**config.mk**
```make
export PLATFORM = sky130hd
export DESIGN_NAME = three_channel_echo_range_averager_unit
export DESIGN_NICKNAME = d
export VERILOG_FILES = /design/src/rtl/core/tcera_pkg.sv /design/src/rtl/core/three_channel_echo_range_averager_unit.sv /design/src/rtl/core/tcera_ring_store.sv
export SDC_FILE = /design/constraint.sdc
export NUM_CORES = 1
export LEC_CHECK = 0
export ABC_AREA = 0
export BUFFER_PORTS_ARGS = -buffer_cell sky130_fd_sc_hd__buf_2
export CAP_MARGIN = 20
export CORE_ASPECT_RATIO = 0.7
export CORE_MARGIN = 4
export CORE_UTILIZATION = 45
export CTS_CLUSTER_DIAMETER = 50
export CTS_CLUSTER_SIZE = 28
export DETAILED_ROUTE_END_ITERATION = 16
export GPL_TIMING_DRIVEN = 0
export HOLD_SLACK_MARGIN = 0.15
export SLEW_MARGIN = 0
export SYNTH_ARGS = -nofsm -noshare
export SYNTH_HDL_FRONTEND = slang
export SYNTH_HIERARCHICAL = 1
export SYNTH_SLANG_ARGS = --single-unit
```
**constraint.sdc**
```tcl
create_clock -name clk -period 11.5 [get_ports clk]
set_input_delay 0.575 -clock clk [delete_from_list [all_inputs] [get_ports clk]]
set_output_delay 0.575 -clock clk [all_outputs]
set_load 0.01 [all_outputs]
```
**src/rtl/core/tcera_pkg.sv**
```systemverilog
// Package with the shared types and constants of the echo range averager.
`default_nettype none

package tcera_pkg;

  localparam int unsigned NUM_CH   = 3;
  localparam int unsigned ECHO_W   = 16;
  localparam int unsigned DIST_W   = 11;
  localparam int unsigned MAX_DIST = 1126;

  localparam logic [ECHO_W-1:0] TIMEOUT_RESET = 16'd6000;
  localparam logic [11:0]       LEFT_SCALE    = 12'd1114;
  localparam logic [11:0]       SIDE_SCALE    = 12'd2252;

  typedef enum logic [1:0] {
    CH_LEFT   = 2'd0,
    CH_RIGHT  = 2'd1,
    CH_MIDDLE = 2'd2
  } chan_t;

endpackage

`default_nettype wire

```
**src/rtl/core/three_channel_echo_range_averager_unit.sv**
```systemverilog
// Top level of the three-channel echo range averager.
`default_nettype none

// Each transaction carries one echo width for the sensor whose turn it is, in the order left,
// right, middle. The unit accepts one transaction per clock cycle unless a result is stalled,
// and each passes through the stages in turn: the first stage converts the width to centimeters
// with one multiplier and reads the oldest ring entry, the second updates the ring memory and the
// running sum, and the third divides all three sums by DEPTH through a reciprocal multiply into
// the output register. A stalled result freezes the whole pipeline. The rings read as zero after
// reset through valid bits, so no clearing pass is needed.
module three_channel_echo_range_averager_unit
  import tcera_pkg::*;
#(
  parameter int unsigned DEPTH = 8
) (
  input  wire logic              clk,
  input  wire logic              rst_n,
  input  wire logic              cfg_wr_en,
  input  wire logic [ECHO_W-1:0] cfg_wr_data,
  input  wire logic              in_valid,
  output logic                   in_stall,
  input  wire logic [ECHO_W-1:0] in_echo_us,
  output logic                   out_valid,
  input  wire logic              out_stall,
  output logic [1:0]             out_channel,
  output logic [DIST_W-1:0]      out_new_distance,
  output logic [DIST_W-1:0]      out_left_average,
  output logic [DIST_W-1:0]      out_right_average,
  output logic [DIST_W-1:0]      out_middle_average
);

  localparam int unsigned PTR_W    = $clog2(DEPTH);
  localparam int unsigned ENTRIES  = NUM_CH * DEPTH;
  localparam int unsigned ADDR_W   = $clog2(ENTRIES);
  localparam int unsigned SUM_W    = $clog2(DEPTH * MAX_DIST + 1);
  localparam int unsigned DIV_SH   = SUM_W + PTR_W;
  localparam int unsigned RECIP    = ((1 << DIV_SH) + DEPTH - 1) / DEPTH;
  localparam int unsigned RECIP_W  = SUM_W + 1;
  localparam int unsigned PROD_W   = SUM_W + RECIP_W;
  localparam logic [RECIP_W-1:0] RECIP_C = RECIP_W'(RECIP);

  logic              adv;
  logic              in_accept;
  logic [ECHO_W-1:0] echo_timeout_r;

  chan_t             turn_r;
  chan_t             turn_nxt;
  logic [PTR_W-1:0]  ptr_r [NUM_CH];
  logic [PTR_W-1:0]  ptr_sel;
  logic [PTR_W-1:0]  ptr_nxt;
  logic [ADDR_W-1:0] base_addr;
  logic [ADDR_W-1:0] rd_addr;

  logic [ECHO_W-1:0] echo_eff;
  logic [ECHO_W-1:0] mul_a;
  logic [11:0]       mul_b;
  logic [27:0]       mul_p;

  logic              s1_valid_r;
  chan_t             s1_ch_r;
  logic [ADDR_W-1:0] s1_addr_r;
  logic [DIST_W-1:0] s1_dist_r;
  logic [DIST_W-1:0] old_dist;

  logic [SUM_W-1:0]  sum_r [NUM_CH];
  logic [SUM_W-1:0]  sum_sel;
  logic [SUM_W-1:0]  sum_upd;
  logic [SUM_W-1:0]  sum_nxt [NUM_CH];

  logic              s2_valid_r;
  chan_t             s2_ch_r;
  logic [DIST_W-1:0] s2_dist_r;
  logic [SUM_W-1:0]  s2_sum_r [NUM_CH];
  logic [PROD_W-1:0] avg_p [NUM_CH];

  logic              out_valid_r;
  chan_t             out_ch_r;
  logic [DIST_W-1:0] out_dist_r;
  logic [DIST_W-1:0] out_avg_r [NUM_CH];

  assign adv       = !out_valid_r || !out_stall;
  assign in_stall  = !adv;
  assign in_accept = in_valid && adv;

  always_ff @(posedge clk) begin
    if (!rst_n) begin
      echo_timeout_r <= TIMEOUT_RESET;
    end else if (cfg_wr_en) begin
      echo_timeout_r <= cfg_wr_data;
    end
  end

  always_comb begin
    case (turn_r)
      CH_LEFT: begin
        ptr_sel   = ptr_r[0];
        base_addr = '0;
        turn_nxt  = CH_RIGHT;
      end
      CH_RIGHT: begin
        ptr_sel   = ptr_r[1];
        base_addr = ADDR_W'(DEPTH);
        turn_nxt  = CH_MIDDLE;
      end
      CH_MIDDLE: begin
        ptr_sel   = ptr_r[2];
        base_addr = ADDR_W'(2 * DEPTH);
        turn_nxt  = CH_LEFT;
      end
      default: begin
        ptr_sel   = ptr_r[0];
        base_addr = '0;
        turn_nxt  = CH_LEFT;
      end
    endcase
  end

  assign ptr_nxt = (ptr_sel == PTR_W'(DEPTH - 1)) ? '0 : ptr_sel + 1'b1;
  assign rd_addr = base_addr + ADDR_W'(ptr_sel);

  always_ff @(posedge clk) begin
    if (!rst_n) begin
      turn_r <= CH_LEFT;
      for (int k = 0; k < NUM_CH; k++) begin
        ptr_r[k] <= '0;
      end
    end else if (in_accept) begin
      turn_r <= turn_nxt;
      for (int k = 0; k < NUM_CH; k++) begin
        if (turn_r == 2'(k)) begin
          ptr_r[k] <= ptr_nxt;
        end
      end
    end
  end

  assign echo_eff = (in_echo_us > echo_timeout_r) ? '0 : in_echo_us;
  assign mul_a    = (turn_r == CH_LEFT) ? echo_eff : {1'b0, echo_eff[ECHO_W-1:1]};
  assign mul_b    = (turn_r == CH_LEFT) ? LEFT_SCALE : SIDE_SCALE;
  assign mul_p    = mul_a * mul_b;

  always_ff @(posedge clk) begin
    if (!rst_n) begin
      s1_valid_r <= 1'b0;
    end else if (adv) begin
      s1_valid_r <= in_accept;
    end
  end

  always_ff @(posedge clk) begin
    if (in_accept) begin
      s1_ch_r   <= turn_r;
      s1_addr_r <= rd_addr;
      s1_dist_r <= mul_p[16 +: DIST_W];
    end
  end

  tcera_ring_store #(
    .ENTRIES (ENTRIES)
  ) u_ring_store (
    .clk     (clk),
    .rst_n   (rst_n),
    .rd_en   (in_accept),
    .rd_addr (rd_addr),
    .rd_data (old_dist),
    .wr_en   (adv && s1_valid_r),
    .wr_addr (s1_addr_r),
    .wr_data (s1_dist_r)
  );

  always_comb begin
    case (s1_ch_r)
      CH_LEFT:   sum_sel = sum_r[0];
      CH_RIGHT:  sum_sel = sum_r[1];
      CH_MIDDLE: sum_sel = sum_r[2];
      default:   sum_sel = sum_r[0];
    endcase
  end

  assign sum_upd = sum_sel - SUM_W'(old_dist) + SUM_W'(s1_dist_r);

  always_comb begin
    for (int k = 0; k < NUM_CH; k++) begin
      sum_nxt[k] = (s1_ch_r == 2'(k)) ? sum_upd : sum_r[k];
    end
  end

  always_ff @(posedge clk) begin
    if (!rst_n) begin
      for (int k = 0; k < NUM_CH; k++) begin
        sum_r[k] <= '0;
      end
      s2_valid_r <= 1'b0;
    end else if (adv) begin
      s2_valid_r <= s1_valid_r;
      if (s1_valid_r) begin
        for (int k = 0; k < NUM_CH; k++) begin
          sum_r[k] <= sum_nxt[k];
        end
      end
    end
  end

  always_ff @(posedge clk) begin
    if (adv && s1_valid_r) begin
      s2_ch_r   <= s1_ch_r;
      s2_dist_r <= s1_dist_r;
      for (int k = 0; k < NUM_CH; k++) begin
        s2_sum_r[k] <= sum_nxt[k];
      end
    end
  end

  always_comb begin
    for (int k = 0; k < NUM_CH; k++) begin
      avg_p[k] = PROD_W'(s2_sum_r[k]) * PROD_W'(RECIP_C);
    end
  end

  always_ff @(posedge clk) begin
    if (!rst_n) begin
      out_valid_r <= 1'b0;
    end else if (adv) begin
      out_valid_r <= s2_valid_r;
    end
  end

  always_ff @(posedge clk) begin
    if (adv && s2_valid_r) begin
      out_ch_r   <= s2_ch_r;
      out_dist_r <= s2_dist_r;
      for (int k = 0; k < NUM_CH; k++) begin
        out_avg_r[k] <= avg_p[k][DIV_SH +: DIST_W];
      end
    end
  end

  assign out_valid          = out_valid_r;
  assign out_channel        = out_ch_r;
  assign out_new_distance   = out_dist_r;
  assign out_left_average   = out_avg_r[0];
  assign out_right_average  = out_avg_r[1];
  assign out_middle_average = out_avg_r[2];

endmodule

`default_nettype wire

```
**src/rtl/core/tcera_ring_store.sv**
```systemverilog
// Distance ring memory with per-entry valid bits that read as zero until written.
`default_nettype none

module tcera_ring_store
  import tcera_pkg::*;
#(
  parameter int unsigned ENTRIES = 24
) (
  input  wire logic                       clk,
  input  wire logic                       rst_n,
  input  wire logic                       rd_en,
  input  wire logic [$clog2(ENTRIES)-1:0] rd_addr,
  output logic      [DIST_W-1:0]          rd_data,
  input  wire logic                       wr_en,
  input  wire logic [$clog2(ENTRIES)-1:0] wr_addr,
  input  wire logic [DIST_W-1:0]          wr_data
);

  logic [DIST_W-1:0]  mem [ENTRIES];
  logic [DIST_W-1:0]  mem_q_r;
  logic               hit_r;
  logic [ENTRIES-1:0] vld_r;

  always_ff @(posedge clk) begin
    if (wr_en) begin
      mem[wr_addr] <= wr_data;
    end
    if (rd_en) begin
      mem_q_r <= mem[rd_addr];
    end
  end

  always_ff @(posedge clk) begin
    if (!rst_n) begin
      vld_r <= '0;
      hit_r <= 1'b0;
    end else begin
      if (wr_en) begin
        vld_r[wr_addr] <= 1'b1;
      end
      if (rd_en) begin
        hit_r <= vld_r[rd_addr];
      end
    end
  end

  assign rd_data = hit_r ? mem_q_r : '0;

endmodule

`default_nettype wire
```
==> impl_metrics.csv, run 1 <==
group,metric,value,unit
status,status,"completed",
global_routing,grt_pass1_wl,83100,um
cts,insertion_delay,0.57,ns
sta,finalWorstSetupSlack,4.42,ns
sta,slew_headroom,24.1,%
sta,fin_crit_sh,61.5,%
logic_synthesis,yosysMostFrequentCell,"edfxtp_1",
floorplanning,die_y,200,um
logic_synthesis,ys_ff_latch,482,
setup_path,crit_family,"adder cells",
logic_synthesis,avgSynthCellArea,14.4,sq um
setup_path,path_buf_inv,5,
cells_and_area,syn_to_final_growth,14.0,%
routing,postRouteAntennaNets,0,
floorplanning,rows,70,
cells_and_area,nets,2071,
sta,whs,0.241,ns
global_routing,top_usage_layer,"met1",
sta,finalHoldViolCount,0,
floorplanning,die-area,0.0567,sq mm
routing,vias_per_cell,5.49,
setup_path,arrival,7.36,ns
routing,drc,0,
cts,cts.clk_slew.worst_paths,0.08,ns
sta,finalSetupViolCount,0,
logic_synthesis,yosysSeqAreaShare,58.9,%
floorplanning,core_area,0.0523,sq mm
cells_and_area,fillers,4354,
setup_path,critPathSlowestCell,"fa_1",
logic_synthesis,syn_inst,1653,
place,place_ws,4.02,ns
logic_synthesis,syn-cell-area,0.0238,sq mm
cts,cts_setup_buffers,0,
cts,cts_buffers,39,
floorplanning,start_util,45.5,%
place,io_buffer_count,82,
cells_and_area,diodes,0,
floorplanning,ios,85,
sta,rsz0062_at_grt,"no",
routing,wl_per_cell,21.0,um
setup_path,crit_top_cell,"fa_1",
global_routing,grt-ovfl-total,0,
global_routing,antenna_found_initial,0,
global_routing,grt_pass1_vias,13900,
logic_synthesis,synth_async_sr_flop_share,0,%
power_and_ir_drop,leakagePower,10.4,nW
cts,cts.sinks,482,
setup_path,cpPeakStageDelay,0.55,ns
sta,fmax,141,MHz
cts,hold_buffers,0,
routing,dr_total_vias,14000,
cells_and_area,postLayoutCellArea,0.0271,sq mm
cts,root_buffer,"clkbuf_16",
setup_path,path_class,"flop to flop",
global_routing,grt_max_degree,42,
cells_and_area,utilization,51.9,%
power_and_ir_drop,power_density,198,mW/mm^2
global_routing,use_met3,2.81,%
sta,maxSlewViolCount,0,
flow_run,maxCapViolCount,0,
place,gp_congestion,0.873,
logic_synthesis,synth_area_leaders,"edfxtp_1 55%, ha_1 7.0%, fa_1 6.3%",
cts,post_cts_resized,0,
logic_synthesis,yosys-top-cells-count,"436 x edfxtp_1, 141 x inv_1, 133 x ha_1",
cells_and_area,drive_gt1_share,18.7,%
routing,drt-initial-drc-count,1250,
logic_synthesis,yosysTopAreaCellShare,55.0,%
cts,clockBufferDepth,3,
setup_path,crit_required,11.78,ns
place,hpwl,38900,um
routing,detail_route.wirelength,53500,um
place,postPlaceCellArea,0.0255,sq mm
global_routing,grt.met2_usage,27.6,%
setup_path,start_kind,"flop",
logic_synthesis,synth_flop_cell,"edfxtp_1",
power_and_ir_drop,vdd_drop_max,0.142,mV
setup_path,crit_path_end_kind,"flop",
sta,worstMarginPinSlew,1.14,ns
cts,cts_tree,"yes",
sta,fin_crit,7.08,ns
global_routing,grt_util_all_layers,18.9,%
logic_synthesis,yosys_warnings,6,
sta,fin_worst_skew,0.0196,ns
logic_synthesis,synth_edf_count,436,
sta,setup_tns,0,ns
logic_synthesis,synthDistinctLibCells,63,
worst_hold_path,hp-class,"primary input to flop",
routing,drt_first_pass_iters,5,
cts,htreeDepth,2,
logic_synthesis,synth_top_area_cell,"edfxtp_1",
floorplanning,die_x,283,um
setup_path,path_max_fanout,10,
global_routing,use_met1,29.9,%
kinds of logic after synthesis:
family	after synthesis	synth area share [%]
other cells	2	0.0315
fa+ha+maj	208	13.3
flops	482	58.9
xor+xnor	18	0.662
simple gates	308	6.43
buf+inv	221	3.75
mux	162	9.73
compound gates	252	7.23
placed cells by master (no fill, tap or decap), types with 12 or more instances in the layout:
master	instances
a21o_1	14
a21oi_1	65
a22oi_1	23
and2_1	30
buf_1	12
buf_2	91
buf_4	16
buf_6	16
clkbuf_1	51
clkbuf_16	40
conb_1	15
dfxtp_1	46
edfxtp_1	436
fa_1	75
ha_1	133
inv_1	140
mux2_2	65
mux2i_1	48
mux4_2	49
nand2_1	55
nand2b_1	25
nor2_1	112
nor2b_1	36
o21a_1	33
o21ai_0	32
xnor2_1	18
tightest hold or removal path, cell delays in order:
cell	delay, ns
buf_2	0.08
nand2_1	0.04
o211ai_1	0.06
state kept, by name (all words and copies together) (netlist names):
| register | cells |
|---|---|
| out_new_distance | 11 |
| s1_dist_r | 11 |
| out_avg_r | 33 |
| ptr_r | 9 |
| u_ring_store/vld_r | 24 |
| s2_dist_r | 11 |
| s1_addr_r | 5 |
| s2_ch_r | 2 |
| s1_valid_r | 1 |
| s2_valid_r | 1 |
| sum_r | 42 |
| out_valid | 1 |
| u_ring_store/mem | 264 |
| echo_timeout_r | 16 |
| s1_ch_r | 2 |
| u_ring_store/hit_r | 1 |
| out_channel | 2 |
| u_ring_store/mem_q_r | 11 |
| s2_sum_r | 33 |
| turn_r | 2 |
layer usage:
| metal | up-vias | share of wire, % |
|---|---|---|
| met3 | 65 | 7.1 |
| met2 | 414 | 43 |
| met5 | - | 0 |
| met4 | 0 | 1.6 |
| met1 | 7076 | 48 |
| li1 | 6399 | - |
final cells by class:
type | instances | area [sq um] | share of cell area [%]
Sequential cell | 482 | 14000 | 51.6
Multi-Input combinational cell | 963 | 8950 | 33.0
Clock buffer | 41 | 1000 | 3.70
Timing Repair Buffer | 119 | 963 | 3.55
Tap cell | 684 | 856 | 3.15
Inverter | 142 | 533 | 1.96
Clock inverter | 31 | 455 | 1.68
Buffer | 79 | 360 | 1.33
through the flow:
stage | total power, W | std cells
after floorplan | 0.00337 | 1666
after global placement | 0.00384 | 2432
after detailed placement | 0.00389 | 2461
after CTS | 0.00539 | 2533
after global routing | 0.00570 | 2541
final | 0.00539 | 2541
report_power, final:
group / total [W] / internal, W / switching (W)
sequential: 0.00224 / 0.00215 / 0.0000967
combinational: 0.00166 / 0.000705 / 0.000954
clock: 0.00149 / 0.000778 / 0.000708
worst paths after layout:
check | slack [ns] | depth (start not counted) | startpoint | to
max reg2reg | 4.42 | 26 | echo_timeout_r[9] | s1_dist_r[7]
min | 0.24 | 3 | cfg_wr_data[6] | echo_timeout_r[6]
min reg2reg | 0.41 | 0 | s2_sum_r[0][37] | out_avg_r[0][28]
max | 4.42 | 26 | echo_timeout_r[9] | s1_dist_r[7]
(Power assumes the default switching activity.)
==> inputs of run 2 (changes only) <==
==> constraint.sdc (replaced) <==
create_clock -name clk -period 6.6 [get_ports clk]
set_input_delay 0.33 -clock clk [delete_from_list [all_inputs] [get_ports clk]]
set_output_delay 0.33 -clock clk [all_outputs]
set_load 0.01 [all_outputs]
==> run 2 against run 1 <==
Effect of this change:
- total power rose by 77%
- hold slack got worse by 0.024 ns
- global-route usage rose by 0.15 points
- clock power rose by 74%
- final area rose by 1.8%
- clock-buffer cell count did not move
- critical path depth did not move
- first-iteration DRC count rose by 3.0%
- maximum frequency rose by 11%
- largest power group unchanged
- non-clock buffer count rose by 25
- sequential power rose by 75%
- flip-flop and latch count did not move
==> impl_metrics.csv, run 2 (synthesized netlist as in run 1, its figures left out) <==
group,metric,value,unit
cells_and_area,syn_to_final_growth,16.0,%
worst_hold_path,hp-class,"primary input to flop",
cells_and_area,largest_register_ffs,264,
cells_and_area,nets,2096,
sta,whs,0.217,ns
setup_path,crit_required,6.88,ns
floorplanning,die-area,0.0567,sq mm
routing,drt-initial-drc-count,1287,
global_routing,top_usage_layer,"met1",
floorplanning,die_y,200,um
cts,cts_tree,"yes",
routing,dr_total_vias,14000,
cells_and_area,drive_gt1_share,20.9,%
sta,fin_crit,6.38,ns
routing,drt_first_pass_iters,7,
floorplanning,start_util,45.5,%
flow_run,maxCapViolCount,0,
power_and_ir_drop,power_density,346,mW/mm^2
sta,finalSetupViolCount,0,
global_routing,grt_pass1_wl,83800,um
cells_and_area,diodes,0,
place,io_buffer_count,82,
setup_path,start_kind,"flop",
cts,cts_buffers,39,
power_and_ir_drop,vdd_drop_max,0.299,mV
cells_and_area,regMostFlops,"u_ring_store/mem",
routing,vias_per_cell,5.47,
global_routing,grt.met2_usage,28.0,%
floorplanning,rows,70,
floorplanning,ios,85,
routing,drc,0,
sta,fmax,157,MHz
place,gp_congestion,0.873,
global_routing,antenna_found_initial,0,
status,status,"completed",
sta,slew_headroom,21.6,%
sta,worstMarginPinSlew,1.18,ns
setup_path,arrival,6.66,ns
cts,cts.sinks,482,
setup_path,crit_path_end_kind,"flop",
routing,wl_per_cell,21.1,um
place,dp_cells,2461,
global_routing,use_met1,30.0,%
setup_path,path_max_fanout,10,
cells_and_area,layout_common_cells,"436 x edfxtp_1, 140 x inv_1, 128 x ha_1, 105 x nor2_1, 91 x buf_2",
routing,detail_route.wirelength,54300,um
setup_path,path_class,"flop to flop",
cts,insertion_delay,0.57,ns
global_routing,grt_util_all_layers,19.0,%
power_and_ir_drop,leakagePower,10.5,nW
global_routing,use_met3,2.83,%
cts,cts.clk_slew.worst_paths,0.08,ns
cells_and_area,fin_cells,2566,
cts,root_buffer,"clkbuf_16",
sta,finalHoldViolCount,0,
global_routing,grt_pass1_vias,14000,
floorplanning,die_x,283,um
routing,postRouteAntennaNets,0,
global_routing,grt_max_degree,42,
floorplanning,core_area,0.0523,sq mm
global_routing,grt-ovfl-total,0,
sta,fin_worst_skew,0.0196,ns
sta,maxSlewViolCount,0,
cts,htreeDepth,2,
cts,clockBufferDepth,3,
cells_and_area,top_regs,"u_ring_store/mem x264, sum_r x42",
sta,fin_crit_sh,96.7,%
sta,rsz0062_at_grt,"yes",
cells_and_area,final_common_cell,"edfxtp_1",
place,hpwl,38900,um
## run 2: changes by cell type in the layout (fill, tap and decap cells not counted), sizes merged
| cell | change |
|---|---|
| dlygate4sd3 | +18 |
| buf | +8 |
| clkbuf | -1 |
## run 2: final cells by class
class                   count  area (sq um)
multi-input cells         963          9180
well taps                 684           856
fillers                  4313         24700
inverters                 142           533
clock inverters            31           455
repair buffers            144          1200
clock buffers              41          1000
flip-flops and latches    482         14000
plain buffers              79           390
## run 2: worst paths after layout
kind	start	to	slack (ns)	depth (start not counted)
hold reg to reg	s2_sum_r[0][37]	out_avg_r[0][28]	0.41	0
hold / removal	out_stall	out_valid	0.22	4
setup reg to reg	echo_timeout_r[9]	s1_dist_r[7]	0.22	26
setup / recovery	echo_timeout_r[9]	s1_dist_r[7]	0.22	26
## run 2: timing repair
item / CTS / global route
pin swaps: 2 / 11
hold buffers: 18 / 0
gates resized for setup: 20 / 40
setup endpoints to repair: 9 / 10
hold endpoints to repair: 24 / 0
buffers inserted: 0 / 7
## run 2: through the flow
stage	instance area [sq um]	TNS, ns	setup WS [ns]	util [%]	power (W)
3_3_place_gp	25100	-2.90	-0.531	48.0	0.00669
5_1_grt	27600	-0.224	-0.0956	52.8	0.0101
3_5_place_dp	25500	-3.85	-0.635	48.7	0.00677
4_1_cts	27200	0	0.000597	52.0	0.00942
6_report	27600	0	0.220	52.8	0.00955
2_1_floorplan	23900	0	0.359	-	0.00588
## run 2: power breakdown
part	switching (W)	total [W]	leakage, nW	internal (W)
Clock	0.00124	0.00259	0.707	0.00136
Combinational	0.00173	0.00305	5.37	0.00132
Sequential	0.000169	0.00391	4.44	0.00374
Total	0.00314	0.00955	10.5	0.00641
## run 2: critical path, stage by stage, from the launching register on
cell      delay, ns
dfxtp_1        0.31
inv_1          0.05
ha_1           0.29
a21o_1         0.18
a21o_1         0.17
a21oi_1        0.13
nor2_1         0.06
a211oi_2       0.23
a22oi_2        0.15
buf_6          0.16
buf_6          0.15
a21oi_2        0.18
ha_1           0.21
fa_1           0.46
fa_1           0.53
fa_1           0.55
inv_1          0.06
fa_1           0.53
inv_1          0.04
ha_1           0.30
a21o_1         0.19
a211oi_2       0.22
o211ai_1       0.18
and3_4         0.23
o21a_4         0.22
nor4b_4        0.25
a311oi_1       0.07
## run 2: layer usage
| metal | vias to the layer above | routed length (um) |
|---|---|---|
| met3 | 68 | 3500 |
| li1 | 6459 | - |
| met1 | 7107 | 26300 |
| met2 | 407 | 23600 |
| met4 | 0 | 880 |
| met5 | - | 0 |
==> inputs of run 3 (changes only) <==
--- a/config.mk
+++ b/config.mk
@@ -8,6 +8,8 @@
 export ABC_AREA = 0
 export BUFFER_PORTS_ARGS = -buffer_cell sky130_fd_sc_hd__buf_2
 export CAP_MARGIN = 20
+export CELL_PAD_IN_SITES_DETAIL_PLACEMENT = 1
+export CELL_PAD_IN_SITES_GLOBAL_PLACEMENT = 2
 export CORE_ASPECT_RATIO = 0.7
 export CORE_MARGIN = 4
 export CORE_UTILIZATION = 45
@@ -16,6 +18,8 @@
 export DETAILED_ROUTE_END_ITERATION = 16
 export GPL_TIMING_DRIVEN = 0
 export HOLD_SLACK_MARGIN = 0.15
+export PLACE_DENSITY_LB_ADDON = 0.1
+export SETUP_SLACK_MARGIN = 0.1
 export SLEW_MARGIN = 0
 export SYNTH_ARGS = -nofsm -noshare
 export SYNTH_HDL_FRONTEND = slang
==> constraint.sdc (replaced) <==
create_clock -name clk -period 7.25 [get_ports clk]
set_input_delay 0.3625 -clock clk [delete_from_list [all_inputs] [get_ports clk]]
set_output_delay 0.3625 -clock clk [all_outputs]
set_load 0.01 [all_outputs]
==> run 3 against run 2 <==
Effect of this change:
- via count rose by 0.82%
- global-route usage rose by 2.5 points
- first-iteration DRC count fell by 0.78%
- wire length rose by 12%
- die area did not move
- critical path type unchanged
==> impl_metrics.csv, run 3 (synthesized netlist as in run 1, its figures left out) <==
group,metric,value,unit
routing,vias_per_cell,5.54,
place,io_buffer_count,82,
setup_path,path_max_fanout,10,
cts,root_buffer,"clkbuf_16",
setup_path,path_class,"flop to flop",
cells_and_area,diodes,0,
floorplanning,ios,85,
cts,htreeDepth,2,
status,status,"completed",
flow_run,maxCapViolCount,0,
global_routing,grt_pass1_vias,14700,
cts,insertion_delay,0.59,ns
routing,wl_per_cell,23.8,um
floorplanning,core_area,0.0523,sq mm
routing,wl_met1,30400,um
global_routing,grt_pass1_wl,93100,um
cells_and_area,top_regs,"u_ring_store/mem x264, sum_r x42",
worst_hold_path,hp-class,"primary input to flop",
place,postPlaceCellArea,0.0256,sq mm
floorplanning,rows,70,
cts,cts.clk_slew.worst_paths,0.08,ns
place,gp_congestion,0.818,
place,place_ws,-0.149,ns
cts,clockBufferDepth,3,
routing,wl_met3,3680,um
cells_and_area,largest_register_ffs,264,
sta,fin_crit,6.83,ns
global_routing,grt-ovfl-total,0,
cells_and_area,postLayoutCellArea,0.0273,sq mm
global_routing,grt_max_degree,45,
routing,drt-initial-drc-count,1277,
floorplanning,die-area,0.0567,sq mm
cells_and_area,regMostFlops,"u_ring_store/mem",
cells_and_area,drive_gt1_share,19.3,%
routing,dr_total_vias,14200,
floorplanning,die_x,283,um
cells_and_area,syn_to_final_growth,14.8,%
floorplanning,die_y,200,um
sta,slew_headroom,31.4,%
sta,fin_worst_skew,0.0401,ns
routing,drc,0,
cts,cts_buffers,39,
global_routing,grt_util_all_layers,21.5,%
setup_path,crit_path_end_kind,"flop",
sta,maxSlewViolCount,0,
place,hpwl,45100,um
sta,worstMarginPinSlew,1.03,ns
global_routing,antenna_found_initial,0,
cells_and_area,layout_common_cells,"436 x edfxtp_1, 140 x inv_1, 133 x ha_1, 110 x nor2_1, 91 x buf_2",
routing,wl_met2,25900,um
power_and_ir_drop,power_density,316,mW/mm^2
sta,fmax,146,MHz
routing,detail_route.wirelength,60800,um
sta,finalHoldViolCount,0,
cells_and_area,nets,2087,
sta,fin_crit_sh,94.2,%
setup_path,start_kind,"flop",
cells_and_area,final_common_cell,"edfxtp_1",
setup_path,arrival,7.11,ns
routing,postRouteAntennaNets,0,
routing,route.top_layer_used,"met4",
cells_and_area,fillers,5122,
power_and_ir_drop,leakagePower,10.4,nW
routing,drt_first_pass_iters,5,
cts,cts_tree,"yes",
floorplanning,start_util,45.5,%
sta,rsz0062_at_grt,"yes",
cts,cts.sinks,482,
setup_path,crit_required,7.53,ns
sta,finalWorstSetupSlack,0.419,ns
power_and_ir_drop,vdd_drop_max,0.197,mV
sta,finalSetupViolCount,0,
==> run 3: changes by cell type in the layout (fill, tap and decap cells not counted), sizes merged <==
cell         previous run  this run
buf                   156       145
clkinv                 14         9
clkbuf                 90        94
clkinvlp                1         5
dlygate4sd3            18        16
==> run 3: path summary, 6_finish.rpt <==
| path | slack (ns) | start | end | depth (start not counted) |
|---|---|---|---|---|
| min | 0.20 | in_valid | turn_r[0] | 4 |
| max reg2reg | 0.42 | echo_timeout_r[1] | s1_dist_r[7] | 26 |
| max | 0.42 | echo_timeout_r[1] | s1_dist_r[7] | 26 |
| min reg2reg | 0.42 | s2_sum_r[0][4] | out_avg_r[0][1] | 0 |
==> run 3: area by class of cell <==
type                       instances  area (sq um)  share of cell area (%)
sequential                       482         14000                    51.3
multi-input combinational        963          9030                    33.0
timing repair buffer             135          1150                    4.19
clock buffer                      41           983                    3.60
tap                              684           856                    3.13
inverter                         142           533                    1.95
clock inverter                    30           404                    1.48
buffer                            79           375                    1.37
==> run 3: per-layer routing <==
metal	vias to the layer above	track usage, %
li1	6442	-
met1	7327	34.1
met2	332	31.0
met3	55	4.32
met4	0	3.94
met5	-	0
==> run 3: worst max-delay path, stage by stage, from the launching register on <==
cell      delay (ns)
dfxtp_2         0.39
inv_1           0.06
ha_1            0.28
nor2b_1         0.14
o21a_1          0.15
o21ai_0         0.16
a21oi_1         0.12
o31ai_2         0.29
a22oi_1         0.16
buf_4           0.20
clkbuf_4        0.22
a21oi_4         0.17
ha_1            0.27
fa_1            0.50
fa_1            0.54
fa_1            0.55
inv_1           0.06
fa_1            0.54
inv_1           0.05
ha_1            0.30
a21o_1          0.19
a211oi_2        0.22
o211ai_1        0.17
and3_4          0.25
o21a_1          0.23
nor4b_2         0.24
a311oi_1        0.08
==> run 3: per-stage QoR <==
| stage | hold WS, ns | std cells | setup TNS [ns] | power (W) | util [%] |
|---|---|---|---|---|---|
| 2_1_floorplan | 0.400 | 1666 | 0 | 0.00535 | - |
| 3_3_place_gp | 0.401 | 2432 | -0.116 | 0.00616 | 48.0 |
| 3_5_place_dp | 0.405 | 2465 | -0.436 | 0.00631 | 49.0 |
| 6_report | 0.196 | 2556 | 0 | 0.00863 | 52.3 |
| 4_1_cts | 0.196 | 2552 | 0 | 0.00864 | 52.0 |
| 5_1_grt | 0.252 | 2556 | 0 | 0.00916 | 52.3 |
==> run 3: where the power goes <==
group	total (W)	internal, W	switching, W	leakage (nW)
logic	0.00278	0.00115	0.00163	5.31
registers	0.00355	0.00340	0.000149	4.44
clock network	0.00230	0.00119	0.00111	0.660
total	0.00863	0.00575	0.00288	10.4
==> run 3: what timing repair did <==
item | 4_1_cts | 5_1_grt
hold buffers | 16 | 0
hold endpoints to repair | 16 | 0
resized for setup | 7 | 17
setup buffers | 0 | 0
pin swaps | 0 | 2
endpoints found under the setup margin | 5 | 7
